==> config.mk <==
export PLATFORM = sky130hd
export DESIGN_NAME = bfsb_front
export DESIGN_NICKNAME = d
export VERILOG_FILES = /design/src/design/bfsb_pkg.sv /design/src/design/bfsb_front.sv
export SDC_FILE = /design/constraint.sdc
export NUM_CORES = 1
export LEC_CHECK = 0
export ABC_AREA = 1
export CAP_MARGIN = 10
export CORE_AREA = 2 2 81 83
export DETAILED_ROUTE_END_ITERATION = 8
export DIE_AREA = 0 0 83 85
export DONT_BUFFER_PORTS = 1
export PLACE_DENSITY_LB_ADDON = 0.15
export SKIP_LAST_GASP = 1
export SYNTH_ARGS = -nofsm -noshare
export SYNTH_HDL_FRONTEND = slang
export SYNTH_SLANG_ARGS = --single-unit
export TNS_END_PERCENT = 100
==> constraint.sdc <==
create_clock -name vclk -period 1.3
set_input_delay 0.26 -clock vclk [all_inputs]
set_output_delay 0.26 -clock vclk [all_outputs]
set_load 0.02 [all_outputs]
==> src/design/bfsb_pkg.sv <==
// ----------------------------------------------------------------------------
// bfsb_pkg: shared types and constants of the blit engine
// Command codes, register indexes, the queued command and the config bundle.
// ----------------------------------------------------------------------------
`default_nettype none

package bfsb_pkg;

  // input command kinds
  localparam logic [2:0] KIND_LOAD  = 3'd0;
  localparam logic [2:0] KIND_CLEAR = 3'd1;
  localparam logic [2:0] KIND_FILL  = 3'd2;
  localparam logic [2:0] KIND_COPY  = 3'd3;
  localparam logic [2:0] KIND_READ  = 3'd4;

  // config register indexes
  localparam logic [2:0] REG_RED    = 3'd0;
  localparam logic [2:0] REG_GREEN  = 3'd1;
  localparam logic [2:0] REG_BLUE   = 3'd2;
  localparam logic [2:0] REG_ALPHA  = 3'd3;
  localparam logic [2:0] REG_TEX_W  = 3'd4;
  localparam logic [2:0] REG_TEX_H  = 3'd5;

  // reset values
  localparam logic [7:0]  RST_RED   = 8'd18;
  localparam logic [7:0]  RST_GREEN = 8'd17;
  localparam logic [7:0]  RST_BLUE  = 8'd14;
  localparam logic [7:0]  RST_ALPHA = 8'd255;
  localparam logic [6:0]  RST_TEX_W = 7'd64;
  localparam logic [6:0]  RST_TEX_H = 7'd64;
  localparam logic [23:0] FB_RESET  = 24'h121212;

  localparam logic [7:0] ALPHA_OPAQUE = 8'd255;
  localparam logic [7:0] ALPHA_CLEAR  = 8'd0;

  // texel store: indexed by the 12-bit texel position
  localparam int TEX_AW    = 12;
  localparam int TEX_DEPTH = 4096;

  typedef enum logic [2:0] {
    OP_LOAD,
    OP_CLEAR,
    OP_FILL,
    OP_COPY,
    OP_READ,
    OP_NOP
  } op_e;

  typedef enum logic [3:0] {
    ST_INIT,
    ST_IDLE,
    ST_LOAD,
    ST_CLEAR,
    ST_DIV,
    ST_PIX,
    ST_CHK,
    ST_BL1,
    ST_BL2,
    ST_RD,
    ST_RDW,
    ST_DONE
  } state_e;

  typedef struct packed {
    op_e                op;
    logic signed [15:0] dest_x;
    logic signed [15:0] dest_y;
    logic signed [11:0] rect_width;
    logic signed [11:0] rect_height;
    logic [11:0]        texture_index;
    logic [31:0]        texture_pixel;
  } cmd_t;

  typedef struct packed {
    logic [7:0] red;
    logic [7:0] green;
    logic [7:0] blue;
    logic [7:0] alpha;
    logic [6:0] tex_w;
    logic [6:0] tex_h;
  } cfg_t;

  // truncated division by 255, exact for v up to 255*255
  function automatic logic [7:0] div255(input logic [15:0] v);
    logic [16:0] s;
    s = 17'(v) + 17'd1 + 17'(v[15:8]);
    return s[15:8];
  endfunction

endpackage

`default_nettype wire

==> src/design/bfsb_front.sv <==
// ----------------------------------------------------------------------------
// bfsb_front: command intake
// Accepts items, decodes the kind and turns empty rectangles into no-ops.
// ----------------------------------------------------------------------------
`default_nettype none

module bfsb_front import bfsb_pkg::*; (
  input  wire logic              in_valid_i,
  output logic                   in_stall_o,
  input  wire logic [2:0]        kind_i,
  input  wire logic signed [15:0] dest_x_i,
  input  wire logic signed [15:0] dest_y_i,
  input  wire logic signed [11:0] rect_width_i,
  input  wire logic signed [11:0] rect_height_i,
  input  wire logic [11:0]       texture_index_i,
  input  wire logic [31:0]       texture_pixel_i,
  input  wire logic              busy_i,
  output logic                   push_valid_o,
  input  wire logic              push_ready_i,
  output cmd_t                   push_cmd_o
);

  logic rect_ok;
  op_e  op;

  assign rect_ok = (rect_width_i > 12'sd0) && (rect_height_i > 12'sd0);

  // classify the command
  always_comb begin
    unique case (kind_i)
      KIND_LOAD:  op = OP_LOAD;
      KIND_CLEAR: op = OP_CLEAR;
      KIND_FILL:  op = rect_ok ? OP_FILL : OP_NOP;
      KIND_COPY:  op = rect_ok ? OP_COPY : OP_NOP;
      KIND_READ:  op = OP_READ;
      default:    op = OP_NOP;
    endcase
  end

  assign push_cmd_o = '{op: op, dest_x: dest_x_i, dest_y: dest_y_i,
                        rect_width: rect_width_i, rect_height: rect_height_i,
                        texture_index: texture_index_i,
                        texture_pixel: texture_pixel_i};

  // no intake during the clear pass after reset
  assign in_stall_o   = busy_i || !push_ready_i;
  assign push_valid_o = in_valid_i && !busy_i;

endmodule

`default_nettype wire

# After elaboration in Yosys (flattened, before gate mapping)
# Index checks and enable logic that the tools add are counted.
[op_classes] muxes=3 n_reduce_logical=6 n_eq_ne=4 magnitude_cmp=2
[op_table] op="$gt A12 B1 Y1 const B" count=2
[op_table] op="$pmux W3 S5" count=1
[op_table] op="$eq A3 B2 Y1 const B" count=2
[op_table] op="$mux W3" count=2
[op_table] op="$eq A3 B1 Y1 const B" count=1
[op_table] op="$eq A3 B3 Y1 const B" count=1
[op_table] op="$logic_not A3 Y1" count=1
[op_table] op="$logic_and A1 B1 Y1" count=2
[op_table] op="$logic_not A1 Y1" count=2
[op_table] op="$logic_or A1 B1 Y1" count=1
[word_totals] register_bits=0 inputBits=106 elab_cells=15

# Longest topological paths before layout
[depth] word_depth=4 ltp_mapped=7 depth_no_buf=7

# Least setup slack after synthesis
# Ideal clock, no wire load.
[synth_timing] path_type="input-to-output" startpoint="in rect_width_i[1]" endpoint="out push_cmd_o[101] in the netlist's numbering" path_stages=5 arrival_ns=0.870 t_required_ns=1.040 n_path_buf=0 slack_ns=0.170 cell_sequence="nor2_1 -> and2_0 -> nand2_1 -> nand3_2 -> nor2_1"
[synth_rtl] element="start: declaration" line="bfsb_front.sv:13" source="input wire logic signed [11:0] rect_width_i,"
[synth_rtl] element="end: declaration" line="bfsb_front.sv:20" source="output cmd_t push_cmd_o"

==> out/results.txt <==
The flow ran to the end, and the final reports show no timing, DRC or antenna violations. The total of hold buffers inserted after clock tree synthesis came out at 0. After global routing the overflow that remains totals 0.

For this configuration, the core starts out at a cell density of 14.8%. Power spread over the standard cell area amounts to 158 mW/mm^2. Average routed wire per standard cell: 15.7 um. The analysis attributes to net switching a power of 0.0270 mW. Of the available clock period, the critical path in the final layout requires 90.7%. The floorplan has 29 rows. The worst setup path is of the in2out kind. Using the TritonRoute via totals, the vias-per-cell ratio works out to 3.04. The count of nets left with antenna violations after detail routing came out at 0.

The worst-case IR drop observed on VDD is 0.0528 mV. The total die area was 0.00706 mm^2; the area growth from synthesis to final layout was -69.3%. The final layout contains a sequential cell count of 0. Fraction of layout cells with a size suffix above 1: 25.0%. The switching share of power is 60.5%, and the number of nets in the synthesized netlist is 241. The transition time at the pin with the least slew margin was 382 ps. The tools report the worst setup slack after placement as -16.0 ps. The final number of setup-violating endpoints was 0. Once detailed placement completed, the half-perimeter wirelength came to 1.64 mm. The core box area came out at 0.00620 mm^2. By area the synthesized netlist is led by sky130_fd_sc_hd__buf_4 (82%), sky130_fd_sc_hd__nor2_1 (5.7%), sky130_fd_sc_hd__nand2_1 (4.1%).

The floorplan die height was 85 um; the number of distinct library cell variants in the gate-level netlist after synthesis was 10. The flip-flop and latch area was 0 um^2; the relative slew slack was 74.4%. In this run, the clock network consumes 0% of the power. The worst hold margin is 520 ps, and the endpoint required time on the critical path is 1040 ps. The number of cells after detailed placement came out at 113. Cell internal power was estimated by the tool at 0.0176 mW. The detailed-router iteration count before antenna repair was 2.

The share of Yosys cell area claimed by the top area cell type was 82.0%; the wire length reported by the detailed router was 1.78 mm. The first global-routing pass estimated 2.44 mm of wire. A synthesized cell averages 6.78 um^2.

Summing over every cut layer, the via total after detailed routing is 344. Setup fix buffers added after clock tree synthesis: 0. The worst setup path is captured at an output port. The total inserted antenna cells was 0; the share of power burned in combinational logic was 100.0%.

In this run, flip-flops and latches consume 0% of the power. For this design the top-level I/O count stands at 211. The logs give 416 for the number of global-route vias before repair and 7 for the violation count after the first detailed-route iteration.

Global routing used 4.33% of the available tracks. Once routing completed, OpenROAD measured the worst setup slack at 120 ps. In this run the cell area of the synthesized design comes to 916 um^2. The smallest clock period supported by the final layout is computed as 1180 ps. The maximum fanout along the worst path is 3. Setup repair after global routing could not meet its margin everywhere.

The data arrival at the endpoint of the critical path is 920 ps, and the maximum clock frequency is 0.848 GHz. The tools report the max-capacitance violation count as 0. The tightest min-delay check is of the in2out type. The logs give 0 for the number of DRC violations after detailed routing and 144 for the number of nets at the end of the flow. After synthesis, flip-flops and latches occupy 0% of the total area. Entering global routing, the biggest net connects 4 pins. The logs give 0 for the final max-slew violation count and 0 for the total number of yosys warnings.

The final-layout fill cell count is 729, and the leakage power is 0.0907 nW. The worst setup path is launched from an input port. The number of antenna violations at the first check in global routing came out at 0. The final hold violation count was 0; the die width was 83 um. At the end of routability-driven placement, the weighted congestion stood at 0.640. The cell count after synthesis came out at 135. The clock buffers instantiated in the layout total 0. Input and output buffers added on the ports amount to 0. The count of cells in the finished layout, fillers not included, comes to 113. The cell type with the highest aggregate area in the netlist is sky130_fd_sc_hd__buf_4.
[worst max-delay path, stage by stage]
cell	delay [ps]
sky130_fd_sc_hd__nor2_1	80
sky130_fd_sc_hd__nand2_1	60
sky130_fd_sc_hd__nor2_2	130
sky130_fd_sc_hd__nand2_1	70
sky130_fd_sc_hd__nand3_2	100
sky130_fd_sc_hd__nor2_1	50
sky130_fd_sc_hd__buf_4	150
[power groups by stage]
stage | Sequential [mW] | Combinational (mW) | Clock, mW
after CTS | 0 | 0.0439 | 0
after floorplan | 0 | 0.486 | 0
after detailed placement | 0 | 0.0417 | 0
after global routing | 0 | 0.0501 | 0
after global placement | 0 | 0.0405 | 0
final | 0 | 0.0446 | 0
[per-layer routing]
metal | vias to the layer above | wire [um] | part of all wire [%] | global-route usage [%]
met4 | 0 | 152 | 8.6 | 3.73
met2 | 89 | 936 | 53 | 8.94
li1 | 105 | - | - | -
met5 | - | 0 | 0 | 0
met1 | 123 | 200 | 11 | 1.11
met3 | 27 | 489 | 28 | 4.57
[stage by stage]
stage	cell area, um^2	power [mW]	setup TNS, ps	utilization (%)
4_1_cts	277	0.0439	0	4.46
3_5_place_dp	269	0.0417	-27.2	4.34
3_3_place_gp	269	0.0405	0	4.34
2_1_floorplan	916	0.486	0	-
6_report	282	0.0446	0	4.54
5_1_grt	282	0.0501	-3.22	4.54
[placed cells by master (no fill, tap or decap)]
cell	Yosys	final
sky130_fd_sc_hd__nand2_2	0	2
sky130_fd_sc_hd__nand2_1	10	8
sky130_fd_sc_hd__nand3_2	1	1
sky130_fd_sc_hd__nor2_2	2	2
sky130_fd_sc_hd__or2_2	1	1
sky130_fd_sc_hd__nor2_1	14	13
sky130_fd_sc_hd__inv_1	4	4
sky130_fd_sc_hd__buf_4	100	1
sky130_fd_sc_hd__nor3_1	1	1
sky130_fd_sc_hd__and2_0	1	1
sky130_fd_sc_hd__nor2_4	0	1
sky130_fd_sc_hd__nor2_8	1	1
[area by class of cell]
cell class	instances	area [um^2]	area share [%]
multi-input combinational	31	163	57.8
tap	77	96.3	34.2
timing repair buffer	1	7.51	2.67
inverter	4	15.0	5.33
[final timing paths]
check	cells past startpoint	to	startpoint
max	7	push_cmd_o[101]	rect_height_i[0]
min	0	push_cmd_o[35]	texture_index_i[3]
[cell families after synthesis]
logic type	after synthesis	synth area share (%)
buf+inv	104	83.6
simple gates	31	16.4
[synth_stat cells]
cell type,n
sky130_fd_sc_hd__nand3_2,1
sky130_fd_sc_hd__inv_1,4
sky130_fd_sc_hd__buf_4,100
sky130_fd_sc_hd__or2_2,1
sky130_fd_sc_hd__nor2_8,1
sky130_fd_sc_hd__nor2_2,2
sky130_fd_sc_hd__nor3_1,1
sky130_fd_sc_hd__and2_0,1
sky130_fd_sc_hd__nor2_1,14
sky130_fd_sc_hd__nand2_1,10
[what timing repair did]
action,in CTS,in global routing
resized for setup,2,2
endpoints found under the setup margin,2,1
pin swaps,0,2
(Power assumes the default switching activity.)
