`config.mk`:
```
export PLATFORM = sky130hd
export DESIGN_NAME = bfsb_fifo
export DESIGN_NICKNAME = d
export VERILOG_FILES = /design/src/design/bfsb_pkg.sv /design/src/design/bfsb_fifo.sv
export SDC_FILE = /design/constraint.sdc
export NUM_CORES = 1
export LEC_CHECK = 0
export BUFFER_PORTS_ARGS = -buffer_cell sky130_fd_sc_hd__buf_2
export CAP_MARGIN = 20
export CORE_UTILIZATION = 56
export DETAILED_ROUTE_END_ITERATION = 8
export PLACE_DENSITY = 0.82
export SLEW_MARGIN = 20
export SYNTH_ARGS = -nofsm -noshare
export SYNTH_HDL_FRONTEND = slang
export SYNTH_SLANG_ARGS = --single-unit
```
`constraint.sdc`:
```
create_clock -name clk_i -period 10.1 [get_ports clk_i]
set_input_delay 1.01 -clock clk_i [delete_from_list [all_inputs] [get_ports clk_i]]
set_output_delay 1.01 -clock clk_i [all_outputs]
set_load 0.01 [all_outputs]
```
`src/design/bfsb_pkg.sv`:
```
// ----------------------------------------------------------------------------
// bfsb_pkg: shared types and constants of the blit engine
// Command codes, register indexes, the queued command and the config bundle.
// ----------------------------------------------------------------------------
`default_nettype none

package bfsb_pkg;

  // input command kinds
  localparam logic [2:0] KIND_LOAD  = 3'd0;
  localparam logic [2:0] KIND_CLEAR = 3'd1;
  localparam logic [2:0] KIND_FILL  = 3'd2;
  localparam logic [2:0] KIND_COPY  = 3'd3;
  localparam logic [2:0] KIND_READ  = 3'd4;

  // config register indexes
  localparam logic [2:0] REG_RED    = 3'd0;
  localparam logic [2:0] REG_GREEN  = 3'd1;
  localparam logic [2:0] REG_BLUE   = 3'd2;
  localparam logic [2:0] REG_ALPHA  = 3'd3;
  localparam logic [2:0] REG_TEX_W  = 3'd4;
  localparam logic [2:0] REG_TEX_H  = 3'd5;

  // reset values
  localparam logic [7:0]  RST_RED   = 8'd18;
  localparam logic [7:0]  RST_GREEN = 8'd17;
  localparam logic [7:0]  RST_BLUE  = 8'd14;
  localparam logic [7:0]  RST_ALPHA = 8'd255;
  localparam logic [6:0]  RST_TEX_W = 7'd64;
  localparam logic [6:0]  RST_TEX_H = 7'd64;
  localparam logic [23:0] FB_RESET  = 24'h121212;

  localparam logic [7:0] ALPHA_OPAQUE = 8'd255;
  localparam logic [7:0] ALPHA_CLEAR  = 8'd0;

  // texel store: indexed by the 12-bit texel position
  localparam int TEX_AW    = 12;
  localparam int TEX_DEPTH = 4096;

  typedef enum logic [2:0] {
    OP_LOAD,
    OP_CLEAR,
    OP_FILL,
    OP_COPY,
    OP_READ,
    OP_NOP
  } op_e;

  typedef enum logic [3:0] {
    ST_INIT,
    ST_IDLE,
    ST_LOAD,
    ST_CLEAR,
    ST_DIV,
    ST_PIX,
    ST_CHK,
    ST_BL1,
    ST_BL2,
    ST_RD,
    ST_RDW,
    ST_DONE
  } state_e;

  typedef struct packed {
    op_e                op;
    logic signed [15:0] dest_x;
    logic signed [15:0] dest_y;
    logic signed [11:0] rect_width;
    logic signed [11:0] rect_height;
    logic [11:0]        texture_index;
    logic [31:0]        texture_pixel;
  } cmd_t;

  typedef struct packed {
    logic [7:0] red;
    logic [7:0] green;
    logic [7:0] blue;
    logic [7:0] alpha;
    logic [6:0] tex_w;
    logic [6:0] tex_h;
  } cfg_t;

  // truncated division by 255, exact for v up to 255*255
  function automatic logic [7:0] div255(input logic [15:0] v);
    logic [16:0] s;
    s = 17'(v) + 17'd1 + 17'(v[15:8]);
    return s[15:8];
  endfunction

endpackage

`default_nettype wire

```
`src/design/bfsb_fifo.sv`:
```
// ----------------------------------------------------------------------------
// bfsb_fifo: command queue
// Short register queue between intake and drawing.
// ----------------------------------------------------------------------------
`default_nettype none

module bfsb_fifo import bfsb_pkg::*; #(
  parameter int DEPTH = 2
) (
  input  wire logic clk_i,
  input  wire logic rst_ni,
  input  wire logic push_valid_i,
  output logic      push_ready_o,
  input  cmd_t      push_cmd_i,
  output logic      pop_valid_o,
  input  wire logic pop_ready_i,
  output cmd_t      pop_cmd_o
);

  localparam int PW = (DEPTH > 1) ? $clog2(DEPTH) : 1;
  localparam int CW = $clog2(DEPTH + 1);

  cmd_t          mem_q [DEPTH];
  logic [PW-1:0] wptr_q, rptr_q;
  logic [CW-1:0] cnt_q;
  logic          push, pop;

  assign push_ready_o = (cnt_q != CW'(DEPTH));
  assign pop_valid_o  = (cnt_q != '0);
  assign push = push_valid_i && push_ready_o;
  assign pop  = pop_ready_i && pop_valid_o;
  assign pop_cmd_o = mem_q[rptr_q];

  // storage
  always_ff @(posedge clk_i) begin
    if (push) begin
      mem_q[wptr_q] <= push_cmd_i;
    end
  end

  // pointers and fill count
  always_ff @(posedge clk_i or negedge rst_ni) begin
    if (!rst_ni) begin
      wptr_q <= '0;
      rptr_q <= '0;
      cnt_q  <= '0;
    end else begin
      if (push) begin
        wptr_q <= (wptr_q == PW'(DEPTH - 1)) ? '0 : wptr_q + 1'b1;
      end
      if (pop) begin
        rptr_q <= (rptr_q == PW'(DEPTH - 1)) ? '0 : rptr_q + 1'b1;
      end
      if (push && !pop) begin
        cnt_q <= cnt_q + 1'b1;
      end else if (pop && !push) begin
        cnt_q <= cnt_q - 1'b1;
      end
    end
  end

endmodule

`default_nettype wire

```
# Word level (Yosys, flattened, before mapping)
# Memories as Yosys holds them, arrays and structs flattened.
# Cells that the tools add are included.
[word_totals]
mem_bits_rw = 206
n_memories = 1
elab_cells = 23
in_bits = 107
ff_bits = 4
[op_classes]
n_eq_ne = 1
addsub = 4
n_mux = 6
n_reduce_logical = 8
[mem_list]
columns = ["name", "depth", "word_bits", "read_ports", "rd_clocked_by_memory_dff", "wr", "line_no", "rtl"]
rows = [
  ["mem_q", 2, 103, 1, 0, 1, "bfsb_fifo.sv:23", "cmd_t mem_q [DEPTH];"],
]
[ops]
columns = ["op", "count"]
rows = [
  ["logical AND 1 bit", 4],
  ["two-way mux 1 bit", 4],
  ["two-way mux 2 bit", 2],
  ["nonzero test 2 bit", 2],
  ["adder 1 bit, second input constant", 2],
  ["adder 2 x 1 -> 2 bit, second input constant", 1],
  ["zero test 1 bit", 2],
  ["!= test 2 bit, second input constant", 1],
  ["subtractor 2 x 1 -> 2 bit, second input constant", 1],
]

# Longest topological paths before layout
# Gate-level depths: netlist of the first run.
[depth]
word_depth = 6
ltp_mapped = 7

# Worst setup path before layout of the first run
# Ideal clock, no wire load.
[synth_path]
path_kind = "input to register"
startpoint = "input push_valid_i"
endpoint = "memory mem_q[0][0] in the netlist's numbering (enable)"
arrival_ps = 5388
path_slack_ps = 4147
cell_stages = 2
path_buffers = 0
t_required_ps = 9534
setup_time_ps = 566
cell_sequence = "nand2_1 -> nor2_1"
[synth_via]
elab_chain_len = 3
[synth_rtl]
columns = ["element", "line_no", "rtl"]
rows = [
  ["from (decl)", "bfsb_fifo.sv:12", "input wire logic push_valid_i,"],
  ["logical AND 1 bit", "bfsb_fifo.sv:30", "assign push = push_valid_i && push_ready_o;"],
  ["two-way mux 1 bit", "bfsb_fifo.sv:36", "if (push) begin"],
  ["two-way mux 1 bit (not written as such)", "bfsb_fifo.sv:37", "mem_q[wptr_q] <= push_cmd_i;"],
  ["to (decl)", "bfsb_fifo.sv:23", ""],
]
# No other way between the ends.

==> results of run 1 <==
## how the worst max path moves through the flow
stage	slack (ns)	to	from	cells past startpoint
3_5_place_dp	6.73	pop_cmd_o[82]	rptr_q	3
6_report	6.23	pop_cmd_o[83]	rptr_q	3
2_1_floorplan	4.15	mem_q[0][0]	push_valid_i	2
3_3_place_gp	6.74	pop_cmd_o[83]	rptr_q	3
4_1_cts	6.20	pop_cmd_o[83]	rptr_q	3
5_1_grt	6.10	pop_cmd_o[83]	rptr_q	3
## cells in the final DEF, fill, tap and decap left out, types with 2 or more instances in the layout
| master | n |
|---|---|
| clkbuf_1 | 7 |
| xor2_1 | 2 |
| dfrtp_1 | 3 |
| buf_2 | 211 |
| clkbuf_16 | 21 |
| clkbuf_8 | 2 |
| buf_4 | 3 |
| mux2_4 | 60 |
| nand2_1 | 2 |
| bufinv_16 | 2 |
| xnor2_1 | 3 |
| mux2_2 | 43 |
| edfxtp_1 | 206 |
| clkinv_2 | 3 |
## metrics by stage
step                 util  hold WS, ns
detailed placement  0.672        0.476
global route        0.722        0.310
floorplan               -        0.456
CTS                 0.722        0.313
global placement    0.672        0.472
finish              0.722        0.321
## where the power goes
group / switching, mW / internal [mW]
clock: 0.298 / 0.449
sequential: 0.0876 / 1.20
combinational: 0.417 / 0.425
total: 0.803 / 2.07
## logic make-up after synthesis
group         count (synthesis)  synth area share
mux                         103             0.176
buf+inv                      13            0.0149
flops                       210             0.798
xor+xnor                      5           0.00556
fa+ha+maj                     1           0.00159
simple gates                  7           0.00429
## registers in the layout (all words and copies together) (netlist names)
register	cells
cnt_q	2
wptr_q	1
mem_q	206
rptr_q	1
## metal layers
metal	share of wire	routed length, um	GRT usage
met1	0.40	5600	0.234
met2	0.49	6820	0.323
met3	0.092	1290	0.0547
met4	0.019	264	0.0509
met5	0	0	0
## worst max-delay path, stage by stage, from the launching register on
cell	delay, ns
dfrtp_4	0.84
buf_4	0.89
mux2_2	0.41
buf_2	0.14
## final cells by class
| class | count | area share |
|---|---|---|
| multi-input combinational | 116 | 0.153 |
| sequential | 210 | 0.645 |
| timing repair buffer | 214 | 0.111 |
| tap | 176 | 0.0226 |
| clock buffer | 30 | 0.0594 |
| inverter | 1 | 0.000385 |
| clock inverter | 7 | 0.00886 |
==> out/metrics.csv, run 1 <==
metric,value,unit
fin_crit,3.87,ns
worst_setup_path_end_kind,output port,
dp.cells,717,
drtPass1Iterations,4,
wl,14000,um
ir_worst_vdd,230,uV
gr-total-overflow,0,
die_w,121,um
slew_headroom,0.269,
setup_tns,0,ns
synth_area,7880,um2
fp-row-count,42,
clock_sinks,210,
cp.arrival,2.86,ns
holdBufCountCts,0,
clk-insertion-delay-late,0.48,ns
hpwl,9100,um
fin_nets,672,
final-seq-area,6290,um2
final_cell_area,9750,um2
worst_ep_required_time,9.09,ns
avgViaCountPerCell,5.25,
yosysTopAreaCellShare,0.785,
worstPathMaxFanout,60,
routabilityCongestion,0.704,
period_share,0.383,
p_total,2.87,mW
rsz0062_at_grt,no,
crit_type,flip-flop to output port,
p_per_area,295,nW/um2
ys_seq_area_frac,0.798,
post-cts-setup-buffers,0,
r2r-end,mem_q[0][27],
synth_flop_cell,edfxtp_1,
grt_max_degree,82,
tritoncts,built,
tightest_slew,1.10,ns
synth_area_leaders,"edfxtp_1 (79%), mux2_4 (11%), mux2_2 (6.1%), dfrtp_1 (1.3%), buf_6 (1.0%)",
setup_viol,0,
die_h,121,um
via_count,3957,
drt-initial-drc-count,196,
grt_pass1_wl,20900,um
setup_ws,6.23,ns
ys_ff_latch,210,
hold_viol,0,
synth_top_area_cell,edfxtp_1,
fin_skew,0.0113,ns
worst_setup_path_start_kind,flip-flop,
multi_input_comb_area,1490,um2
r2r_start,cnt_q[0],
pin_count,212,
core_area,13500,um2
numPortBuffers,211,
path_clk_slew,0.06,ns
clock.fmax,258,MHz
numCtsBuffers,21,
synth-edff-count,206,
syn_to_final_growth,23.7,%
synth.distinct_cells,16,
dieArea,14500,um2
ctsLongestPathBuffers,3,
synthTopCellsByCount,"edfxtp_1 (206), mux2_4 (60), mux2_2 (43)",
instances_no_fill,754,
grt_pass1_vias,4106,
synth_cells,339,
yosys_warnings,0,
fillCellCount,832,
dpl_worst_slack,6.73,ns
drc,0,
antenna_found_initial,1,
n_antenna_cell,0,
r2r_cells,4,
h-tree-depth,1,
routedWlPerCell,18.5,um
synthArstFlopShare,0.0190,
outcome,"finished, final reports clean",
max_cap_violations,0,
r2r_slack,7.40,ns
track_usage,0.188,
ant_nets,0,
post_cts_resized,0,
synth.most_common_cell,edfxtp_1,
slew_viol_final,0,
drive_above_1_share,0.606,
place_area,9080,um2
hold_class,primary input to asynchronous set/reset pin,
p_leak,3.84,nW
syn-num-nets,447,
start_util,0.583,
clockRootBuffer,clkbuf_16,
synth_area_per_cell,23.2,um2
Power figures use the tool's default switching activity.
==> run 2, diff against run 1 <==
--- a/config.mk
+++ b/config.mk
@@ -5,11 +5,12 @@
 export SDC_FILE = /design/constraint.sdc
 export NUM_CORES = 1
 export LEC_CHECK = 0
+export ABC_AREA = 1
 export BUFFER_PORTS_ARGS = -buffer_cell sky130_fd_sc_hd__buf_2
 export CAP_MARGIN = 20
-export CORE_UTILIZATION = 56
+export CORE_UTILIZATION = 47
 export DETAILED_ROUTE_END_ITERATION = 8
-export PLACE_DENSITY = 0.82
+export PLACE_DENSITY = 0.74
 export SLEW_MARGIN = 20
 export SYNTH_ARGS = -nofsm -noshare
 export SYNTH_HDL_FRONTEND = slang
==> constraint.sdc (replaced) <==
create_clock -name clk_i -period 3.23 [get_ports clk_i]
set_input_delay 0.323 -clock clk_i [delete_from_list [all_inputs] [get_ports clk_i]]
set_output_delay 0.323 -clock clk_i [all_outputs]
set_load 0.01 [all_outputs]
==> run 2 against run 1 <==
  * Register-to-register slack worse by 6.0 ns
  * Synthesized cell count grew 67%
  * Via count up 21%
  * Worst setup slack lost 5.5 ns
  * Combinational power grew to 3.3 times the previous value
  * Total power rose to 3.1 times the previous value
  * Sequential cell count unchanged
  * Worst hold slack got worse by 0.30 ns
  * Critical path type unchanged
  * Largest power group unchanged
  * Highest routed layer unchanged
==> out/metrics.csv, run 2 <==
metric,value,unit,change
drive_above_1_share,0.312,,-0.294
critPathCapture,pop_cmd_o[68],,
synth_area,7730,um2,-1.9%
outcome,"finished, final reports clean",,
final-seq-area,6290,um2,unchanged
final_common_cell,nand2_1,,
fin_crit,2.49,ns,
routabilityCongestion,0.733,,+4.0%
clockRootBuffer,clkbuf_16,,
setup_ws,0.738,ns,-5.49 ns
r2r-end,mem_q[0][33],,
yosysTopAreaCellShare,0.800,,+0.0153
tritoncts,built,,
tightest_slew,0.843,ns,-0.254 ns
die_w,130,um,+8.0%
worst_ep_required_time,2.91,ns,-6.18 ns
synth_area_per_cell,13.6,um2,-41%
pin_count,212,,unchanged
drtPass1Iterations,4,,unchanged
period_share,0.772,,
top_register,mem_q,,
ir_worst_vdd,491,uV,+110%
dpl_worst_slack,1.21,ns,-5.52 ns
core_area,15900,um2,+18%
post_cts_resized,0,,unchanged
dieArea,17000,um2,+17%
ys_seq_area_frac,0.813,,+0.0155
slew_viol_final,0,,unchanged
r2r_start,cnt_q[0],,
routedWlPerCell,14.2,um,-24%
rsz0062_at_grt,no,,
grt_max_degree,105,,+28%
worst_setup_path_start_kind,flip-flop,,
final_cell_mix,"nand2_1 (319), buf_2 (211), edfxtp_1 (206)",,
hpwl,8890,um,-2.4%
numCtsBuffers,22,,+4.8%
synth_top_area_cell,edfxtp_1,,
final_core_util,0.609,,-0.113
p_per_area,921,nW/um2,+210%
final_cell_area,9700,um2,-0.45%
syn_to_final_growth,25.5,%,
fillCellCount,1245,,+50%
wl,14500,um,+3.5%
hold_class,primary input to flip-flop,,
grt_pass1_wl,21500,um,+3.0%
clock_sinks,210,,unchanged
syn-num-nets,675,,+51%
setup_viol,0,,unchanged
fin_skew,0.00441,ns,-0.00685 ns
fin_nets,899,,+34%
gr-total-overflow,0,,unchanged
crit_start,rptr_q,,
avgViaCountPerCell,4.70,,-10%
place_area,8970,um2,-1.2%
synthArstFlopShare,0.0190,,unchanged
n_antenna_cell,0,,unchanged
synth_flop_cell,edfxtp_1,,
numPortBuffers,211,,unchanged
multi_input_comb_area,1270,um2,-15%
ys_ff_latch,210,,unchanged
synth.distinct_cells,13,,-3
yosys_warnings,0,,unchanged
synth-edff-count,206,,unchanged
synth_area_leaders,"edfxtp_1 (80%), nand2_1 (15%), dfrtp_1 (1.3%), buf_6 (1.2%), buf_2 (0.97%)",,
synth.most_common_cell,nand2_1,,
antenna_found_initial,0,,-1
cp.arrival,2.17,ns,-0.69 ns
post-cts-setup-buffers,0,,unchanged
h-tree-depth,1,,unchanged
grt_pass1_vias,4465,,+8.7%
ant_nets,0,,unchanged
track_usage,0.165,,-0.0229
fp-row-count,46,,+9.5%
hold_viol,0,,unchanged
clock.fmax,401,MHz,
instances_no_fill,1021,,+35%
clk-insertion-delay-late,0.49,ns,about the same
drc,0,,unchanged
path_clk_slew,0.06,ns,about the same
dp.cells,977,,+36%
slew_headroom,0.438,,+0.169
synthTopCellsByCount,"nand2_1 (319), edfxtp_1 (206), buf_2 (15)",,
start_util,0.485,,-0.0986
worst_setup_path_end_kind,output port,,
max_cap_violations,0,,unchanged
largestRegisters,"mem_q x206, cnt_q x2",,
via_count,4800,,+21%
die_h,130,um,+8.0%
p_leak,4.19,nW,+9.2%
synth_cells,567,,+67%
crit_type,flip-flop to output port,,
r2r_cells,5,,+1
r2r_slack,1.36,ns,-6.04 ns
worstPathMaxFanout,66,,+10%
largest_reg_flops,206,,unchanged
drt-initial-drc-count,300,,+53%
ctsLongestPathBuffers,3,,unchanged
[run 2: kinds of logic (layout without fill, tap and decap cells)]
family | Yosys count | after routing | synth area share
xor gates and xnor gates | 2 | 2 | 0.00227
buffers and inverters | 30 | 268 | 0.0248
adders and majority gates | 1 | 1 | 0.00162
and+or+nand+nor | 324 | 324 | 0.158
DFF | 210 | 210 | 0.813
[run 2: how the worst min path moves through the flow]
stage	from	end	slack, ns	cells after the start
floorplan	rst_ni	cnt_q[0]	0.03	0
global placement	rst_ni	cnt_q[0]	0.14	1
detailed placement	rst_ni	wptr_q	0.14	1
CTS	push_cmd_i[49]	mem_q[0][49]	0.00003	1
global route	push_cmd_i[10]	mem_q[1][10]	0.003	1
finish	push_cmd_i[53]	mem_q[0][53]	0.02	1
[run 2: worst max-delay path: stages, from the launching register on]
cell and delay (ns):
dfrtp_4 0.42, clkinv_2 0.46, buf_12 0.40, nand2_1 0.10
nand2_1 0.08, buf_2 0.15
[run 2: where the power goes]
group	internal [mW]	switching [mW]	total, mW	leakage (nW)
Combinational	0.892	1.85	2.74	1.90
Clock	1.38	0.948	2.32	0.324
Sequential	3.73	0.138	3.87	1.96
[run 2: what timing repair did]
item                                   in CTS  in global routing
hold buffers                                6                  0
setup endpoints to repair                   0                  0
endpoints found under the hold margin      12                  0
[run 2: layer usage]
metal  track usage  routed length [um]  share of wire
met5             0                   0              0
met4        0.0622                 306          0.021
met3        0.0324                 790          0.055
met2         0.287                7260           0.50
met1         0.206                6100           0.42
[run 2: final cells by class]
cell class,instances,share of cell area
clock inverter,10,0.00787
tap,216,0.0279
inverter,7,0.00284
sequential,210,0.648
timing repair buffer,223,0.121
multi-input combinational,327,0.131
clock buffer,28,0.0613
[run 2: through the flow]
step           setup TNS, ns  power (mW)  hold WS [ns]
2_1_floorplan        -118.64        5.67        0.0274
3_3_place_gp               0        6.67         0.136
3_5_place_dp               0        6.72         0.138
4_1_cts                    0        9.06     0.0000344
5_1_grt                    0        9.49       0.00312
6_report                   0        8.94        0.0230
==> run 3, diff against run 2 <==
==> constraint.sdc (replaced) <==
create_clock -name clk_i -period 2.1 [get_ports clk_i]
set_input_delay 0.21 -clock clk_i [delete_from_list [all_inputs] [get_ports clk_i]]
set_output_delay 0.21 -clock clk_i [all_outputs]
set_load 0.01 [all_outputs]
==> run 3 against run 2 <==
  * Final area grew 10%
  * Register-to-register slack lost 0.78 ns
  * Clock-buffer cell count shrank 3
  * Die area is the same
  * Worst hold slack lost 0.0016 ns
  * First-iteration DRC count shrank 1.0%
  * Via count grew 10%
  * Final cell count grew 9.6%
  * Sequential cell count is the same
  * Utilization grew 6.4 points
  * Largest cell class unchanged
  * Largest power group unchanged
==> out/metrics.csv, run 3 (synthesis results as in run 2) <==
metric,value,unit,change
via_count,5291,,+10%
ir_worst_vdd,826,uV,+68%
syn_to_final_growth,38.7,%,
p_int,9.37,mW,+56%
worst_ep_required_time,1.89,ns,-1.02 ns
dp.cells,979,,+0.20%
routedWlPerCell,15.1,um,+6.4%
track_usage,0.196,,+0.0302
hpwl,9130,um,+2.7%
grt_max_degree,105,,unchanged
cp.arrival,1.73,ns,-0.44 ns
post-cts-setup-buffers,0,,unchanged
period_share,0.924,,
tritoncts,built,,
final_core_util,0.672,,+0.0637
top_register,mem_q,,
ant_nets,0,,unchanged
slew_headroom,0.668,,+0.230
rsz0062_at_grt,no,,
clockRootBuffer,clkbuf_16,,
h-tree-depth,1,,unchanged
dieArea,17000,um2,unchanged
path_clk_slew,0.06,ns,about the same
drt-initial-drc-count,297,,-1.0%
fin_crit,1.94,ns,
wl,16900,um,+17%
fin_nets,998,,+11%
pin_count,212,,unchanged
largestRegisters,"mem_q x206, cnt_q x2",,
routabilityCongestion,0.744,,+1.5%
p_seq_frac,0.425,,-0.008
die_w,130,um,unchanged
antenna_found_initial,0,,unchanged
grt_pass1_vias,5270,,+18%
clock_sinks,210,,unchanged
worst_setup_path_end_kind,output port,,
worstPathMaxFanout,104,,+58%
hold_viol,0,,unchanged
largest_reg_flops,206,,unchanged
hold_class,primary input to flip-flop,,
n_antenna_cell,0,,unchanged
final_cell_mix,"nand2_1 (317), buf_2 (211), edfxtp_1 (206)",,
drc,0,,unchanged
core_area,15900,um2,unchanged
worst_setup_path_start_kind,flip-flop,,
slew_viol_final,0,,unchanged
gr-total-overflow,0,,unchanged
p_per_area,1310,nW/um2,+42%
crit_type,flip-flop to output port,,
outcome,"finished, final reports clean",,
drtPass1Iterations,4,,unchanged
grt_pass1_wl,25300,um,+18%
pwr-share-comb,0.327,,+0.020
fin_skew,0.0104,ns,+0.00600 ns
ctsLongestPathBuffers,3,,unchanged
numCtsBuffers,21,,-4.5%
p_clk_frac,0.248,,-0.012
drive_above_1_share,0.279,,-0.0327
p_leak,4.62,nW,+10%
numPortBuffers,211,,unchanged
setup_viol,0,,unchanged
fp-row-count,46,,unchanged
setup_tns,0,ns,unchanged
final_common_cell,nand2_1,,
start_util,0.485,,unchanged
avgViaCountPerCell,4.73,,+0.58%
clk-insertion-delay-late,0.48,ns,about the same
instances_no_fill,1119,,+9.6%
tightest_slew,0.498,ns,-0.345 ns
swShare,0.332,,+0.00278
clock.fmax,515,MHz,
power.switching,4.65,mW,+58%
die_h,130,um,unchanged
max_cap_violations,0,,unchanged
## run 3: cell count changes in the layout (fill, tap and decap cells not counted), sizes merged
| cell | previous run | this run |
|---|---|---|
| bufinv | 1 | 2 |
| clkbuf | 28 | 25 |
| buf | 217 | 219 |
| clkinv | 8 | 10 |
| clkinvlp | 2 | 0 |
| dlygate4sd3 | 6 | 104 |
## run 3: what timing repair did
action | in CTS | in global routing
gates resized for setup | 0 | 1
hold endpoints to repair | 210 | 0
setup endpoints to repair | 0 | 1
hold buffers | 104 | 0
## run 3: layout make-up
type                       instances  area [um2]
multi-input combinational        327        1280
fill                            1097        5230
sequential                       210        6290
clock inverter                    11        97.6
timing repair buffer             323        2210
inverter                           7        27.5
clock buffer                      25         541
tap                              216         270
## run 3: layer usage
metal,vias up,share of wire,global-route usage
met2,196,0.52,0.361
met3,32,0.081,0.0513
met1,2507,0.38,0.219
met5,-,0,0
met4,0,0.020,0.0636
li1,2556,-,-
## run 3: worst paths after layout
path / slack (ns) / end / depth (start not counted) / start
setup reg to reg: 0.58 / mem_q[1][61] / 5 / cnt_q[0]
setup / recovery: 0.16 / pop_cmd_o[69] / 4 / rptr_q
min in group asynchronous: 0.11 / rptr_q / 2 / rst_ni
hold reg to reg: 0.52 / cnt_q[0] / 1 / cnt_q[0]
hold / removal: 0.02 / rptr_q / 3 / pop_ready_i
max in group asynchronous: 1.85 / rptr_q / 2 / rst_ni
## run 3: critical path, stage by stage (launching register included)
cell and delay [ns]:
dfrtp_4 0.43, buf_12 0.36, nand2_1 0.10, nand2_1 0.13
buf_2 0.15
## run 3: stage by stage
| step | total power [mW] | setup WS [ns] | hold WS [ns] | instance area (um2) |
|---|---|---|---|---|
| 6_report | 14.0 | 0.159 | 0.0214 | 10700 |
| 5_1_grt | 14.9 | 0.0517 | 0.0367 | 10700 |
| 4_1_cts | 14.1 | 0.112 | 0.00293 | 10700 |
| 3_5_place_dp | 10.5 | 0.590 | 0.0235 | 9030 |
| 3_3_place_gp | 10.3 | 0.612 | 0.0186 | 9030 |
| 2_1_floorplan | 8.72 | -0.457 | -0.0856 | 7760 |
## run 3: power by group through the flow
stage	Clock (mW)	Combinational [mW]	Sequential [mW]
floorplan	0	2.70	6.02
global placement	0	4.33	6.01
detailed placement	0	4.41	6.04
CTS	3.56	4.58	5.96
global route	3.73	5.11	6.04
finish	3.48	4.58	5.96
